`src/rtl/core/ddscsp_pkg.sv`:
```
// Shared codes, reset values and the sine table generator for the DDS sound player.
package ddscsp_pkg;

   // Transaction command codes
   typedef logic [1:0] cmd_type;
   localparam cmd_type CMD_TICK    = 2'd0;
   localparam cmd_type CMD_PLAY    = 2'd1;
   localparam cmd_type CMD_REC_ON  = 2'd2;
   localparam cmd_type CMD_REC_OFF = 2'd3;

   // Sound selector codes
   typedef logic [1:0] sound_type;
   localparam sound_type SOUND_SWOOP   = 2'd0;
   localparam sound_type SOUND_CHIRP   = 2'd1;
   localparam sound_type SOUND_SILENCE = 2'd2;
   localparam sound_type SOUND_NONE    = 2'd3;

   // Control register indexes
   typedef logic [2:0] csr_idx_type;
   localparam csr_idx_type CSR_SOUND_LENGTH = 3'd0;
   localparam csr_idx_type CSR_RAMP_LENGTH  = 3'd1;
   localparam csr_idx_type CSR_RAMP_SLOPE   = 3'd2;
   localparam csr_idx_type CSR_HZ_INCR      = 3'd3;
   localparam csr_idx_type CSR_CHIRP_START  = 3'd4;
   localparam csr_idx_type CSR_CHIRP_RATE   = 3'd5;
   localparam csr_idx_type CSR_SWOOP_CENTER = 3'd6;
   localparam csr_idx_type CSR_SWOOP_DEPTH  = 3'd7;

   // Control register reset values
   localparam logic [12:0] SOUND_LENGTH_RST = 13'd5720;
   localparam logic [12:0] RAMP_LENGTH_RST  = 13'd1000;
   localparam logic [20:0] RAMP_SLOPE_RST   = 21'd1049;
   localparam logic [31:0] HZ_INCR_RST      = 32'd97613;
   localparam logic [15:0] CHIRP_START_RST  = 16'd2000;
   localparam logic [23:0] CHIRP_RATE_RST   = 24'd5134;
   localparam logic [15:0] SWOOP_CENTER_RST = 16'd1740;
   localparam logic [15:0] SWOOP_DEPTH_RST  = 16'd260;

   // Output word and gain constants
   localparam logic [15:0] DAC_CMD     = 16'h3000;
   localparam logic [11:0] DAC_MIDCODE = 12'd2048;
   localparam logic [20:0] AMP_ONE     = 21'h100000;
   localparam logic [63:0] PI_Q30      = 64'd3373259426;

   // 2047*sin(2*pi*idx/2^addr_bits), Q30 Taylor series on the folded angle
   function automatic logic signed [11:0] sine_entry(input int unsigned addr_bits,
                                                      input int unsigned idx);
      logic [63:0] t;
      logic [63:0] x;
      logic [63:0] x2;
      logic [63:0] term;
      logic [63:0] sum;
      logic [63:0] v;
      logic [11:0] m;
      logic        neg;
      t = 64'(idx) << (32 - addr_bits);
      neg = 1'b0;
      if (t >= 64'h8000_0000) begin
         neg = 1'b1;
         t = t - 64'h8000_0000;
      end
      if (t > 64'h4000_0000) begin
         t = 64'h8000_0000 - t;
      end
      x = (t * PI_Q30) >> 31;
      x2 = (x * x) >> 30;
      term = ((x * x2) >> 30) / 64'd6;
      sum = x - term;
      term = ((term * x2) >> 30) / 64'd20;
      sum = sum + term;
      term = ((term * x2) >> 30) / 64'd42;
      sum = sum - term;
      term = ((term * x2) >> 30) / 64'd72;
      sum = sum + term;
      term = ((term * x2) >> 30) / 64'd110;
      sum = sum - term;
      v = (64'd2047 * sum) >> 30;
      if (v > 64'd2047) begin
         v = 64'd2047;
      end
      m = v[11:0];
      return neg ? -m : m;
   endfunction

endpackage

```
`src/rtl/core/ddscsp_ram.sv`:
```
// Generic single-write, single-read RAM with registered read data.
module ddscsp_ram #(
   parameter int WIDTH = 2,
   parameter int DEPTH = 64
) (
   input  logic                     clock,
   input  logic                     wr_en,
   input  logic [$clog2(DEPTH)-1:0] wr_addr,
   input  logic [WIDTH-1:0]         wr_data,
   input  logic [$clog2(DEPTH)-1:0] rd_addr,
   output logic [WIDTH-1:0]         rd_data
);

   logic [WIDTH-1:0] mem [DEPTH];
   logic [WIDTH-1:0] rd_data_ff;

   // Write port
   always_ff @(posedge clock) begin
      if (wr_en) begin
         mem[wr_addr] <= wr_data;
      end
   end

   // Registered read port
   always_ff @(posedge clock) begin
      rd_data_ff <= mem[rd_addr];
   end

   assign rd_data = rd_data_ff;

endmodule

```
`src/rtl/core/dds_chirp_sound_player_core.sv`:
```
// Play and record transactions take effect in the accepting cycle.
// A sample tick is shortest for silence or an idle player, longer for a chirp and longest for a
// swoop; the shared 32x24 multiplier and the one-bit-per-cycle divider that finds the swoop sine
// position set the difference, and the tick holds in its output step until the register is free.
// A finished sample waits in the output register while the next transaction is accepted.
// Reset is synchronous; there is no clearing pass, the record store is undefined until written.
module dds_chirp_sound_player_core
   import ddscsp_pkg::*;
#(
   parameter int SINE_DEPTH   = 256,
   parameter int RECORD_DEPTH = 64,
   parameter int DAC_BITS     = 12
) (
   input  logic        clock,
   input  logic        reset,
   // request channel
   input  logic        req_valid,
   output logic        req_stall,
   input  logic [1:0]  req_command,
   input  logic [1:0]  req_sound_select,
   // response channel
   output logic        rsp_valid,
   input  logic        rsp_stall,
   output logic [15:0] rsp_dac_word,
   output logic        rsp_sound_active,
   // control register write port
   input  logic        csr_write,
   input  logic [2:0]  csr_index,
   input  logic [31:0] csr_wdata
);

   // Derived sizes
   localparam int SINE_AW  = $clog2(SINE_DEPTH);
   localparam int J_W      = SINE_AW - 1;
   localparam int CNT_W    = $clog2(J_W);
   localparam int REC_AW   = $clog2(RECORD_DEPTH);
   localparam int DAC_UP   = (DAC_BITS >= 12) ? (DAC_BITS - 12) : 0;
   localparam int DAC_DOWN = (DAC_BITS < 12) ? (12 - DAC_BITS) : 0;
   localparam logic [15:0] DAC_MASK = 16'((1 << DAC_BITS) - 1);
   localparam logic [CNT_W-1:0] DIV_LAST = CNT_W'(J_W - 1);
   localparam logic [REC_AW-1:0] REC_LIMIT = REC_AW'(RECORD_DEPTH - 1);

   // Sequencer state codes
   localparam logic [4:0] S_IDLE      = 5'd0;
   localparam logic [4:0] S_START     = 5'd1;
   localparam logic [4:0] S_EVAL      = 5'd2;
   localparam logic [4:0] S_DIV       = 5'd3;
   localparam logic [4:0] S_SIN_RD    = 5'd4;
   localparam logic [4:0] S_SIN_MUL   = 5'd5;
   localparam logic [4:0] S_DEV_A     = 5'd6;
   localparam logic [4:0] S_DEV_B     = 5'd7;
   localparam logic [4:0] S_FREQ      = 5'd8;
   localparam logic [4:0] S_CHIRP_MUL = 5'd9;
   localparam logic [4:0] S_CHIRP_ADD = 5'd10;
   localparam logic [4:0] S_INC_LO    = 5'd11;
   localparam logic [4:0] S_INC_HI    = 5'd12;
   localparam logic [4:0] S_INC_ADD   = 5'd13;
   localparam logic [4:0] S_ROM       = 5'd14;
   localparam logic [4:0] S_AMP       = 5'd15;
   localparam logic [4:0] S_SCALE     = 5'd16;
   localparam logic [4:0] S_OUT       = 5'd17;

   // Sine table, built at elaboration
   typedef logic [SINE_DEPTH-1:0][11:0] rom_type;

   function automatic rom_type build_rom();
      rom_type rom;
      for (int i = 0; i < SINE_DEPTH; i++) begin
         rom[i] = sine_entry(SINE_AW, i);
      end
      return rom;
   endfunction

   localparam rom_type SINE_ROM = build_rom();

   // Offset sample to DAC command word
   function automatic logic [15:0] dac_code(input logic [11:0] offset);
      logic [15:0] v;
      v = ({4'b0, offset} << DAC_UP) >> DAC_DOWN;
      return DAC_CMD | (v & DAC_MASK);
   endfunction

   // Control registers
   logic [12:0] sound_len_ff, sound_len_in;
   logic [12:0] ramp_len_ff, ramp_len_in;
   logic [20:0] ramp_slope_ff, ramp_slope_in;
   logic [31:0] hz_incr_ff, hz_incr_in;
   logic [15:0] chirp_start_ff, chirp_start_in;
   logic [23:0] chirp_rate_ff, chirp_rate_in;
   logic [15:0] swoop_center_ff, swoop_center_in;
   logic [15:0] swoop_depth_ff, swoop_depth_in;

   // Player state
   logic [4:0]        state_ff, state_in;
   logic [31:0]       phase_ff, phase_in;
   logic [12:0]       tick_ff, tick_in;
   logic [1:0]        sound_ff, sound_in;
   logic [31:0]       chirp_ff, chirp_in;
   logic [REC_AW-1:0] count_ff, count_in;
   logic [REC_AW-1:0] pos_ff, pos_in;
   logic              mode_ff, mode_in;
   logic              idle_ff, idle_in;
   logic              rsp_valid_ff, rsp_valid_in;

   // Datapath registers
   logic              active_ff, active_in;
   logic [12:0]       rem_ff, rem_in;
   logic [J_W-1:0]    quot_ff, quot_in;
   logic [CNT_W-1:0]  cnt_ff, cnt_in;
   logic [55:0]       prod_ff;
   logic signed [11:0] rom_ff;
   logic [21:0]       qd_ff, qd_in;
   logic [31:0]       dev_ff, dev_in;
   logic [32:0]       freq_ff, freq_in;
   logic [31:0]       inc_ff, inc_in;
   logic [20:0]       amp_ff, amp_in;
   logic [15:0]       rsp_dac_ff, rsp_dac_in;
   logic              rsp_active_ff, rsp_active_in;

   // Shared unit and helpers
   logic [31:0]        mul_a;
   logic [23:0]        mul_b;
   logic               mul_en;
   logic [55:0]        mul_prod;
   logic [SINE_AW-1:0] rom_addr;
   logic               ram_we;
   logic [1:0]         ram_rd;
   logic [13:0]        div_shift;
   logic               div_ge;
   logic [12:0]        div_rem;
   logic [31:0]        dev_y;
   logic [32:0]        dev_sum;
   logic [33:0]        dev_r;
   logic               dev_fix;
   logic [31:0]        chirp_next;
   logic [20:0]        amp_sat;
   logic [11:0]        rom_neg;
   logic [10:0]        mag;
   logic [10:0]        scaled;
   logic [11:0]        offset;
   logic               out_free;

   // Recorded play commands
   ddscsp_ram #(
      .WIDTH (2),
      .DEPTH (RECORD_DEPTH)
   ) u_record_ram (
      .clock   (clock),
      .wr_en   (ram_we),
      .wr_addr (count_ff),
      .wr_data (req_sound_select),
      .rd_addr (pos_ff),
      .rd_data (ram_rd)
   );

   // Swoop position divider step: shift remainder, subtract length when it fits
   assign div_shift = {rem_ff, 1'b0};
   assign div_ge    = div_shift >= {1'b0, sound_len_ff};
   assign div_rem   = div_ge ? 13'(div_shift - {1'b0, sound_len_ff}) : div_shift[12:0];

   // Deviation: depth*sin*65536/2047 = 32p + floor(32p/2047), estimate then correct once
   assign dev_y   = {prod_ff[26:0], 5'b0};
   assign dev_sum = {1'b0, dev_y} + 33'(dev_y >> 11) + 33'(dev_y >> 22);
   assign dev_r   = {2'b0, dev_y} + 34'(qd_ff) - {1'b0, qd_ff, 11'b0};
   assign dev_fix = dev_r >= 34'd2047;

   // Chirp integrator step
   assign chirp_next = chirp_ff + 32'(prod_ff[36:8]);

   // Ramp gain saturates at unity
   assign amp_sat = (prod_ff[33:0] > 34'(AMP_ONE)) ? AMP_ONE : prod_ff[20:0];

   // Sign-magnitude sample and offset code
   assign rom_neg = 12'(-rom_ff);
   assign mag     = rom_ff[11] ? rom_neg[10:0] : rom_ff[10:0];
   assign scaled  = prod_ff[30:20];
   assign offset  = rom_ff[11] ? 12'(DAC_MIDCODE - {1'b0, scaled})
                               : 12'(DAC_MIDCODE + {1'b0, scaled});

   assign out_free = !rsp_valid_ff || !rsp_stall;

   // Select multiplier operands and the table address per step
   always_comb begin
      mul_a = 32'b0;
      mul_b = 24'b0;
      mul_en = 1'b0;
      rom_addr = phase_ff[31 -: SINE_AW];
      case (state_ff)
         S_SIN_RD: begin
            rom_addr = {1'b0, quot_ff};
         end
         S_SIN_MUL: begin
            mul_a = {16'b0, swoop_depth_ff};
            mul_b = {13'b0, rom_ff[10:0]};
            mul_en = 1'b1;
         end
         S_CHIRP_MUL: begin
            mul_a = {8'b0, chirp_rate_ff};
            mul_b = {11'b0, tick_ff};
            mul_en = 1'b1;
         end
         S_INC_LO: begin
            mul_a = hz_incr_ff;
            mul_b = {8'b0, freq_ff[15:0]};
            mul_en = 1'b1;
         end
         S_INC_HI: begin
            mul_a = hz_incr_ff;
            mul_b = {7'b0, freq_ff[32:16]};
            mul_en = 1'b1;
         end
         S_ROM: begin
            mul_a = {11'b0, ramp_slope_ff};
            mul_b = {11'b0, tick_ff};
            mul_en = 1'b1;
         end
         S_SCALE: begin
            mul_a = {11'b0, amp_ff};
            mul_b = {13'b0, mag};
            mul_en = 1'b1;
         end
         default: begin
         end
      endcase
   end

   assign mul_prod = {24'b0, mul_a} * {32'b0, mul_b};

   // Sequencer and next-state logic
   always_comb begin
      sound_len_in = sound_len_ff;
      ramp_len_in = ramp_len_ff;
      ramp_slope_in = ramp_slope_ff;
      hz_incr_in = hz_incr_ff;
      chirp_start_in = chirp_start_ff;
      chirp_rate_in = chirp_rate_ff;
      swoop_center_in = swoop_center_ff;
      swoop_depth_in = swoop_depth_ff;
      state_in = state_ff;
      phase_in = phase_ff;
      tick_in = tick_ff;
      sound_in = sound_ff;
      chirp_in = chirp_ff;
      count_in = count_ff;
      pos_in = pos_ff;
      mode_in = mode_ff;
      idle_in = idle_ff;
      rsp_valid_in = rsp_valid_ff;
      active_in = active_ff;
      rem_in = rem_ff;
      quot_in = quot_ff;
      cnt_in = cnt_ff;
      qd_in = qd_ff;
      dev_in = dev_ff;
      freq_in = freq_ff;
      inc_in = inc_ff;
      amp_in = amp_ff;
      rsp_dac_in = rsp_dac_ff;
      rsp_active_in = rsp_active_ff;
      ram_we = 1'b0;

      // Write control registers
      if (csr_write) begin
         case (csr_index)
            CSR_SOUND_LENGTH: sound_len_in = csr_wdata[12:0];
            CSR_RAMP_LENGTH:  ramp_len_in = csr_wdata[12:0];
            CSR_RAMP_SLOPE:   ramp_slope_in = csr_wdata[20:0];
            CSR_HZ_INCR:      hz_incr_in = csr_wdata;
            CSR_CHIRP_START:  chirp_start_in = csr_wdata[15:0];
            CSR_CHIRP_RATE:   chirp_rate_in = csr_wdata[23:0];
            CSR_SWOOP_CENTER: swoop_center_in = csr_wdata[15:0];
            CSR_SWOOP_DEPTH:  swoop_depth_in = csr_wdata[15:0];
            default: begin
            end
         endcase
      end

      // Drop the response once taken
      if (rsp_valid_ff && !rsp_stall) begin
         rsp_valid_in = 1'b0;
      end

      case (state_ff)
         S_IDLE: begin
            if (req_valid) begin
               case (req_command)
                  CMD_TICK: begin
                     state_in = S_START;
                  end
                  CMD_PLAY: begin
                     if (req_sound_select != SOUND_NONE) begin
                        tick_in = 13'd0;
                        sound_in = req_sound_select;
                        if (!mode_ff && (count_ff < REC_LIMIT)) begin
                           ram_we = 1'b1;
                           count_in = count_ff + 1'b1;
                        end
                     end
                  end
                  CMD_REC_ON: begin
                     mode_in = 1'b0;
                     pos_in = '0;
                     count_in = '0;
                  end
                  CMD_REC_OFF: begin
                     mode_in = 1'b1;
                  end
                  default: begin
                  end
               endcase
            end
         end
         S_START: begin
            // Start the next recorded sound when the player has gone idle
            if (mode_ff && (pos_ff != count_ff) && idle_ff) begin
               sound_in = ram_rd;
               tick_in = 13'd0;
               pos_in = pos_ff + 1'b1;
               idle_in = 1'b0;
            end
            state_in = S_EVAL;
         end
         S_EVAL: begin
            active_in = tick_ff < sound_len_ff;
            if ((tick_ff < sound_len_ff) && (sound_ff == SOUND_SWOOP)) begin
               rem_in = tick_ff;
               cnt_in = '0;
               state_in = S_DIV;
            end else if ((tick_ff < sound_len_ff) && (sound_ff == SOUND_CHIRP)) begin
               state_in = S_CHIRP_MUL;
            end else begin
               state_in = S_ROM;
            end
         end
         S_DIV: begin
            rem_in = div_rem;
            quot_in = {quot_ff[J_W-2:0], div_ge};
            cnt_in = cnt_ff + 1'b1;
            if (cnt_ff == DIV_LAST) begin
               state_in = S_SIN_RD;
            end
         end
         S_SIN_RD: begin
            state_in = S_SIN_MUL;
         end
         S_SIN_MUL: begin
            state_in = S_DEV_A;
         end
         S_DEV_A: begin
            qd_in = dev_sum[32:11];
            state_in = S_DEV_B;
         end
         S_DEV_B: begin
            dev_in = dev_y + 32'(qd_ff) + 32'(dev_fix);
            state_in = S_FREQ;
         end
         S_FREQ: begin
            freq_in = {1'b0, swoop_center_ff, 16'b0} + {1'b0, dev_ff};
            state_in = S_INC_LO;
         end
         S_CHIRP_MUL: begin
            state_in = S_CHIRP_ADD;
         end
         S_CHIRP_ADD: begin
            chirp_in = chirp_next;
            freq_in = {1'b0, chirp_next};
            state_in = S_INC_LO;
         end
         S_INC_LO: begin
            state_in = S_INC_HI;
         end
         S_INC_HI: begin
            inc_in = prod_ff[47:16];
            state_in = S_INC_ADD;
         end
         S_INC_ADD: begin
            phase_in = phase_ff + inc_ff + prod_ff[31:0];
            state_in = S_ROM;
         end
         S_ROM: begin
            state_in = S_AMP;
         end
         S_AMP: begin
            amp_in = (tick_ff < ramp_len_ff) ? amp_sat : AMP_ONE;
            state_in = S_SCALE;
         end
         S_SCALE: begin
            state_in = S_OUT;
         end
         S_OUT: begin
            // Hold until the output register is free
            if (out_free) begin
               rsp_valid_in = 1'b1;
               rsp_active_in = active_ff;
               if (active_ff && (sound_ff != SOUND_SILENCE)) begin
                  rsp_dac_in = dac_code(offset);
               end else begin
                  rsp_dac_in = dac_code(DAC_MIDCODE);
               end
               if (active_ff) begin
                  tick_in = tick_ff + 1'b1;
               end else begin
                  chirp_in = {chirp_start_ff, 16'b0};
                  idle_in = 1'b1;
               end
               state_in = S_IDLE;
            end
         end
         default: begin
            state_in = S_IDLE;
         end
      endcase
   end

   // Control state with reset
   always_ff @(posedge clock) begin
      if (reset) begin
         sound_len_ff <= SOUND_LENGTH_RST;
         ramp_len_ff <= RAMP_LENGTH_RST;
         ramp_slope_ff <= RAMP_SLOPE_RST;
         hz_incr_ff <= HZ_INCR_RST;
         chirp_start_ff <= CHIRP_START_RST;
         chirp_rate_ff <= CHIRP_RATE_RST;
         swoop_center_ff <= SWOOP_CENTER_RST;
         swoop_depth_ff <= SWOOP_DEPTH_RST;
         state_ff <= S_IDLE;
         phase_ff <= 32'd0;
         tick_ff <= SOUND_LENGTH_RST;
         sound_ff <= SOUND_SWOOP;
         chirp_ff <= {CHIRP_START_RST, 16'b0};
         count_ff <= '0;
         pos_ff <= '0;
         mode_ff <= 1'b1;
         idle_ff <= 1'b1;
         rsp_valid_ff <= 1'b0;
      end else begin
         sound_len_ff <= sound_len_in;
         ramp_len_ff <= ramp_len_in;
         ramp_slope_ff <= ramp_slope_in;
         hz_incr_ff <= hz_incr_in;
         chirp_start_ff <= chirp_start_in;
         chirp_rate_ff <= chirp_rate_in;
         swoop_center_ff <= swoop_center_in;
         swoop_depth_ff <= swoop_depth_in;
         state_ff <= state_in;
         phase_ff <= phase_in;
         tick_ff <= tick_in;
         sound_ff <= sound_in;
         chirp_ff <= chirp_in;
         count_ff <= count_in;
         pos_ff <= pos_in;
         mode_ff <= mode_in;
         idle_ff <= idle_in;
         rsp_valid_ff <= rsp_valid_in;
      end
   end

   // Datapath registers
   always_ff @(posedge clock) begin
      active_ff <= active_in;
      rem_ff <= rem_in;
      quot_ff <= quot_in;
      cnt_ff <= cnt_in;
      qd_ff <= qd_in;
      dev_ff <= dev_in;
      freq_ff <= freq_in;
      inc_ff <= inc_in;
      amp_ff <= amp_in;
      rsp_dac_ff <= rsp_dac_in;
      rsp_active_ff <= rsp_active_in;
      rom_ff <= SINE_ROM[rom_addr];
      if (mul_en) begin
         prod_ff <= mul_prod;
      end
   end

   assign req_stall        = (state_ff != S_IDLE);
   assign rsp_valid        = rsp_valid_ff;
   assign rsp_dac_word     = rsp_dac_ff;
   assign rsp_sound_active = rsp_active_ff;

   // A response appears only out of the output step
   assert property (@(posedge clock) disable iff (reset)
      $rose(rsp_valid) |-> $past(state_ff) == S_OUT)
      else $error("response raised outside the output step");

   // Playback never runs past the recorded commands
   assert property (@(posedge clock) disable iff (reset)
      mode_ff |-> pos_ff <= count_ff)
      else $error("playback position beyond record count");

   // Ramp gain never exceeds unity when applied
   assert property (@(posedge clock) disable iff (reset)
      state_ff == S_SCALE |-> amp_ff <= AMP_ONE)
      else $error("ramp gain above unity");

   // A new sample comes out only after the output register was free
   assert property (@(posedge clock) disable iff (reset)
      state_ff == S_OUT && rsp_valid_ff && rsp_stall |=> state_ff == S_OUT)
      else $error("sample overwrote a pending response");

endmodule
```
`config.mk`:
```
export PLATFORM = sky130hd
export DESIGN_NAME = dds_chirp_sound_player_core
export DESIGN_NICKNAME = d
export VERILOG_FILES = /design/src/rtl/core/ddscsp_pkg.sv /design/src/rtl/core/ddscsp_ram.sv /design/src/rtl/core/dds_chirp_sound_player_core.sv
export SDC_FILE = /design/constraint.sdc
export NUM_CORES = 2
export LEC_CHECK = 0
export ABC_AREA = 0
export BUFFER_PORTS_ARGS = -buffer_cell sky130_fd_sc_hd__buf_4
export CELL_PAD_IN_SITES_DETAIL_PLACEMENT = 1
export CELL_PAD_IN_SITES_GLOBAL_PLACEMENT = 1
export CORE_MARGIN = 4
export CORE_UTILIZATION = 46
export DETAILED_ROUTE_END_ITERATION = 8
export GPL_ROUTABILITY_DRIVEN = 0
export PLACE_DENSITY_LB_ADDON = 0.08
export SYNTH_ARGS = -nofsm -noshare
export SYNTH_HDL_FRONTEND = slang
export SYNTH_SLANG_ARGS = --single-unit
```
`constraint.sdc`:
```
create_clock -name clock -period 8.6 [get_ports clock]
set_input_delay 0.43 -clock clock [delete_from_list [all_inputs] [get_ports clock]]
set_output_delay 0.43 -clock clock [all_outputs]
set_load 0.03 [all_outputs]
```
# Word-level counts from Yosys, hierarchy flattened
# Memories as Yosys holds them, arrays and structs flattened. A register that Yosys moved wholly into a read port is not among the register bits.
# Index checks and enable logic that the tools add are counted.
[classes]
bitwise_logic = 1
add_sub_neg = 18
n_mul = 1
muxes = 56
order_cmp = 6
n_eq_ne = 45
reduce_logical = 47
[op_table]
columns = ["operator", "count"]
rows = [
  ["$pmux 32 s5", 1],
  ["$mux 13", 8],
  ["$pmux 17 s5", 1],
  ["$pmux 5 s17", 1],
  ["$pmux 33 s2", 1],
  ["$add 32x32->32", 2],
  ["$mux 32", 2],
  ["$pmux 32 s2", 1],
  ["$mul 32x17->48", 1],
  ["$eq 5x4->1 const B", 8],
  ["$pmux 13 s3", 1],
  ["$ge 34x11->1 const B", 1],
  ["$gt 34x21->1 const B", 1],
  ["$sub 33x33->34", 1],
  ["$add 32x21->33", 1],
  ["$add 32x22->33", 1],
  ["$add 32x32->33", 1],
  ["$add 33x10->33", 1],
  ["$add 32x1->32", 1],
  ["$add 32x22->32", 1],
  ["$add 32x29->32", 1],
  ["$mux 6", 5],
  ["$lt 13x13->1", 2],
  ["$pmux 13 s2", 1],
  ["50 further kinds", 129],
]
[totals]
wordCells = 207
ram_bits = 128
reg_bits = 479
memories = 2
output_inout_bits = 19
romBits = 3072
[memory_table]
columns = ["memory", "words", "word_bits", "rd", "rd_clocked_by_memory_dff", "wr", "line_no", "rtl"]
rows = [
  ["(name not given)", 256, 12, 1, 1, 0, "dds_chirp_sound_player_core.sv:471", "rom_ff <= SINE_ROM[rom_addr];"],
  ["u_record_ram.mem", 64, 2, 1, 1, 1, "ddscsp_ram.sv:14", "logic [WIDTH-1:0] mem [DEPTH];"],
]

# Depth between registers and ports, before layout
[logic_depth]
ltp_word = 9
ltp_mapped = 35
ltp_nobuf = 34

# Cells and area by module
# Synthesis repeated with hierarchy kept, for this count alone.
[hier_totals]
hier_cells = 6085
area_unflattened_um2 = 54441.0
[modules_own_cells]
columns = ["mod", "instances", "seq_area_each_um2", "area_each_um2", "cells_per_inst"]
rows = [
  ["dds_chirp_sound_player_core", 1, 12001.5, 49043.3, 5761],
  ["ddscsp_ram", 1, 3883.7, 5397.7, 324],
]

# Least setup slack after synthesis
# OpenSTA, ideal clock, no wires.
[synth_timing]
path_kind = "register to register"
start = "register state_ff[4]"
end = "register prod_ff[46], data pin"
slack_ps = -35
setup_ps = 262
arrival_ps = 8373
stages_incl_launch_ff = 33
synth_period_minus_slack_ps = 8635
required_ps = 8338
path_cell_list = "dfxtp_1 > nor2_1 > nand2_1 > nor3b_1 > clkbuf_1 > buf_1 > nand2_1 > nand3_1 > clkbuf_1 > nand2_1 > fa_1 > inv_1 > fa_1 > inv_1 > fa_1 > inv_1 > fa_1 > fa_1 > inv_1 > fa_1 > inv_1 > ha_1 > nand3_1 > a21o_1 > a21oi_1 > a2111oi_2 > o21ai_2 > a311oi_1 > a211o_1 > nor2_1 > nor2_1 > o21ai_1 > xor2_1"
[synth_via]
elab_chain_cells = 4
[synth_lines]
columns = ["element", "line_no", "rtl"]
rows = [
  ["from (decl)", "dds_chirp_sound_player_core.sv:94", "logic [4:0] state_ff, state_in;"],
  ["from (signal assigned)", "dds_chirp_sound_player_core.sv:445", "state_ff <= state_in;"],
  ["$eq 5x4->1", "dds_chirp_sound_player_core.sv:188", "case (state_ff)"],
  ["$reduce_or 2->1 (no line)", "n/a", ""],
  ["$pmux 32 s5 or $pmux 17 s5 (tied branches)", "dds_chirp_sound_player_core.sv:188", ""],
  ["$mul 32x17->48 *", "dds_chirp_sound_player_core.sv:227", "assign mul_prod = {24'b0, mul_a} * {32'b0, mul_b};"],
  ["named net mul_prod[46]", "dds_chirp_sound_player_core.sv:124", "logic [55:0] mul_prod;"],
  ["to (signal assigned)", "dds_chirp_sound_player_core.sv:473", "prod_ff <= mul_prod;"],
  ["to (decl)", "dds_chirp_sound_player_core.sv:110", "logic [55:0] prod_ff;"],
]
# Mark *: on every way through the listed nets, which the timed path passes. The rest lies on a longest branch.
# A chain may end at the register's enable or synchronous reset.

# Final worst setup path
[layout_timing]
start = "register rom_ff[1]"
end = "register prod_ff[47], data pin"
[layout_via]
elab_chain_cells = 4
[layout_lines]
columns = ["element", "line_no", "rtl"]
rows = [
  ["from (decl)", "dds_chirp_sound_player_core.sv:111", "logic signed [11:0] rom_ff;"],
  ["$neg 11->11", "dds_chirp_sound_player_core.sv:174", "assign rom_neg = 12'(-rom_ff);"],
  ["$mux 11", "dds_chirp_sound_player_core.sv:175", "assign mag = rom_ff[11] ? rom_neg[10:0] : rom_ff[10:0];"],
  ["$pmux 17 s5 *", "dds_chirp_sound_player_core.sv:188", ""],
  ["$mul 32x17->48 *", "dds_chirp_sound_player_core.sv:227", ""],
  ["named net mul_prod[47]", "dds_chirp_sound_player_core.sv:124", ""],
]
# Marks and branches as above.

==> results.sh <==
export IMPL_grt_overflow=0
export IMPL_numClockSinks=617
export IMPL_antenna_found_initial=10
export IMPL_placed_area_mm2=0.0567
export IMPL_remaining_drc_errors=0
export IMPL_layout_nets=6948
export IMPL_die_h_um=349
export IMPL_syn2layout_area_growth_pct=11.3
export IMPL_core_region_area_mm2=0.115
export IMPL_whs_path_depth=3
export IMPL_grt_pass1_wl_um=301000
export IMPL_yosys_top_cells_area="edfxtp_1, fa_1, dfxtp_1"
export IMPL_drtIter0Drc=4293
export IMPL_rsz0062_at_grt="yes"
export IMPL_slowest_delay_ps=580
export IMPL_die_width_um=349
export IMPL_clockBufferDepth=3
export IMPL_grt_max_degree=71
export IMPL_cp_top_family="adder cells"
export IMPL_power_w=0.0109
export IMPL_ioPinCount=63
export IMPL_cts_buffers=74
export IMPL_io_buffers=58
export IMPL_synth_warnings=0
export IMPL_required_ps=9010
export IMPL_ys_seq_area_share_pct=29.7
export IMPL_cts_clk_slew_worst_paths_ps=70
export IMPL_ff2ff_path_depth=34
export IMPL_slew_headroom_pct=10.1
export IMPL_peakVddDrop_mv=0.135
export IMPL_grt_pass1_vias=47400
export IMPL_synth_main_ff_cell="edfxtp_1"
export IMPL_synthesis_area_mm2=0.0536
export IMPL_hpwlAfterDp_um=151000
export IMPL_wirelength_um=201000
export IMPL_synth_top_cell_by_area="edfxtp_1"
export IMPL_avgRoutedWirePerCell_um=26.3
export IMPL_synth_ff_latch_count=617
export IMPL_avgSynthCellArea_um2=8.95
export IMPL_post_route_period_util_pct=98.1
export IMPL_endpoint_kind="flip-flop"
export IMPL_period_minus_slack_ps=8430
export IMPL_clockRootBuffer="clkbuf_16"
export IMPL_arrival_ps=8840
export IMPL_r2r_end="prod_ff[47]"
export IMPL_r2r_setup_slack_ps=170
export IMPL_clock_latency_ps=680
export IMPL_hold_violations=0
export IMPL_crit_path_top_delay_cell="fa_1"
export IMPL_critPathBufInv=10
export IMPL_cts_tree="built"
export IMPL_p_per_area_mw_per_mm2=183
export IMPL_htreeDepth=3
export IMPL_final_cell_area_mm2=0.0596
export IMPL_hp_class="input port to flip-flop"
export IMPL_drv_cap=0
export IMPL_layout_drive_gt1_share_pct=9.14
export IMPL_synth_cells=5987
export IMPL_grt_use_total_pct=32.6
export IMPL_dieArea_mm2=0.122
export IMPL_start_util_pct=46.6
export IMPL_p_leak_nw=25.2
export IMPL_drt_pass1_iterations=8
export IMPL_crit_type="flip-flop to flip-flop"
export IMPL_vias=45600
export IMPL_synth_distinct_cells=95
export IMPL_setup_viol=0
export IMPL_worstPathMaxFanout=5
export IMPL_nFillCells=13300
export IMPL_r2r_start="rom_ff[1]"
export IMPL_synth_edf_count=353
export IMPL_synthArstFlopShare_pct=0
export IMPL_hold_end="chirp_rate_ff[18]"
export IMPL_status="finished, final reports clean"
export IMPL_netlist_area_leader_share_pct=19.8
export IMPL_min_from="csr_wdata[18]"
export IMPL_slew_viol_final=0
export IMPL_tightest_slew_ps=1340
export IMPL_num_rows=124
export IMPL_worstSetupStartpointType="flip-flop"
export IMPL_fmax_mhz=119
export IMPL_fin_skew_ps=54.1
export IMPL_ant_nets=0
export IMPL_hold_slack_ps=51.9
export IMPL_vias_per_cell=5.99
## flip-flops by register name (all words and copies together) (netlist names), 7 cells and up
name and flops:
amp_ff 21, chirp_ff 32, chirp_rate_ff 24, chirp_start_ff 16, dev_ff 32, freq_ff 33
hz_incr_ff 32, inc_ff 32, phase_ff 32, prod_ff 48, qd_ff 22, quot_ff 7
ramp_len_ff 13, ramp_slope_ff 21, rem_ff 13, rom_ff 12, rsp_dac_word 12, sound_len_ff 13
swoop_center_ff 16, swoop_depth_ff 16, tick_ff 13, u_record_ram.mem 128
## tightest hold or removal path, cell delays in order
cell and delay (ps):
buf_4 140, nand2_1 60, a21oi_1 50
## through the flow
stage,utilization (%),setup TNS [ps],setup slack [ps],instances
final,51.9,0,167,7624
after global placement,49.3,0,153,7460
after global routing,51.9,-170,-110,7618
after detailed placement,49.3,0,26.6,7460
after CTS,51.4,0,41.1,7604
after floorplan,-,0,42.3,5989
## cell usage after synthesis (127+ instances only)
master	instances
dfxtp_1	264
nand2_1	1004
a21oi_1	408
ha_1	359
clkbuf_1	261
o21ai_0	179
nor2_1	522
nand3_1	135
fa_1	500
edfxtp_1	353
xnor2_1	127
inv_1	700
## layer usage
layer / track usage, % / part of all wire (%) / vias to the layer above / wire length (um)
met2: 51.0 / 45 / 1653 / 89900
met1: 46.7 / 44 / 23500 / 89000
met3: 5.23 / 7.6 / 327 / 15300
met4: 9.70 / 3.3 / 2 / 6560
met5: 0 / 0.0065 / - / 13
li1: - / - / 20200 / -
## layout by cell type, fill, tap and decap left out, types with 15 or more instances in the layout
cell       instances
nor3_1            68
a21oi_1          400
o211ai_1          50
o22ai_1           15
mux4_2            43
buf_4            264
o21bai_1          21
clkinv_1          15
o21a_1            24
a211oi_1          45
edfxtp_1         353
a21o_1            76
nand4_1           34
inv_1            699
and3_1            47
and2_1            73
buf_12            21
nand2b_1          49
ha_1             353
a221oi_1          19
o21ai_0          176
xor2_1            89
fa_1             497
a22oi_1           47
nor2_1           509
a31oi_1           41
clkbuf_16         78
nand3_1          132
o21ai_1           27
nor2b_1           41
dfxtp_1          262
or3_1             24
xnor2_1          127
o31ai_1           15
nand2_1         1002
## report_power, final
part | leakage [nW] | internal [W] | switching [W]
Sequential | 5.31 | 0.00343 | 0.000307
Clock | 1.15 | 0.00173 | 0.00140
Combinational | 18.7 | 0.00146 | 0.00260
Total | 25.2 | 0.00663 | 0.00431
## worst max path at each step
stage / from / to / slack, ps / cells past startpoint
2_1_floorplan: state_ff[4] / prod_ff[46] / 40 / 32
3_3_place_gp: rom_ff[1] / prod_ff[38] / 150 / 35
3_5_place_dp: rom_ff[1] / prod_ff[38] / 30 / 35
4_1_cts: rom_ff[1] / prod_ff[41] / 40 / 36
5_1_grt: rom_ff[1] / prod_ff[47] / -110 / 34
6_report: rom_ff[1] / prod_ff[47] / 170 / 34
## area by class of cell
| type | instances | area (um^2) | area share [%] |
|---|---|---|---|
| Clock buffer | 89 | 1940 | 3.25 |
| Timing Repair Buffer | 300 | 2620 | 4.39 |
| Antenna cell | 6 | 15.0 | 0.0252 |
| Tap cell | 1512 | 1890 | 3.17 |
| Multi-Input combinational cell | 4346 | 34200 | 57.4 |
| Clock inverter | 48 | 417 | 0.699 |
| Inverter | 706 | 2650 | 4.44 |
| Sequential cell | 617 | 15900 | 26.6 |
## cell families (layout without fill, tap and decap cells)
logic type / count (synthesis) / in the layout / share of synthesized area, %
buffers and inverters: 1026 / 1143 / 7.30
XOR/XNOR: 216 / 216 / 3.53
adder cells (fa/ha/maj): 859 / 859 / 27.1
multiplexers: 66 / 66 / 2.26
other: 2 / 10 / 0.0140
flip-flops: 617 / 617 / 29.7
AND/OR/NAND/NOR: 2076 / 2076 / 16.8
AO/OA/AOI/OAI: 1125 / 1125 / 13.3
## what timing repair did
item / CTS / global route
gates cloned: 0 / 4
hold endpoints to repair: 10 / 0
endpoints found under the setup margin: 3 / 15
buffers inserted: 0 / 11
resized for setup: 2 / 54
pin swaps: 0 / 25
hold buffers: 7 / 0
Power figures use the tool's default switching activity.
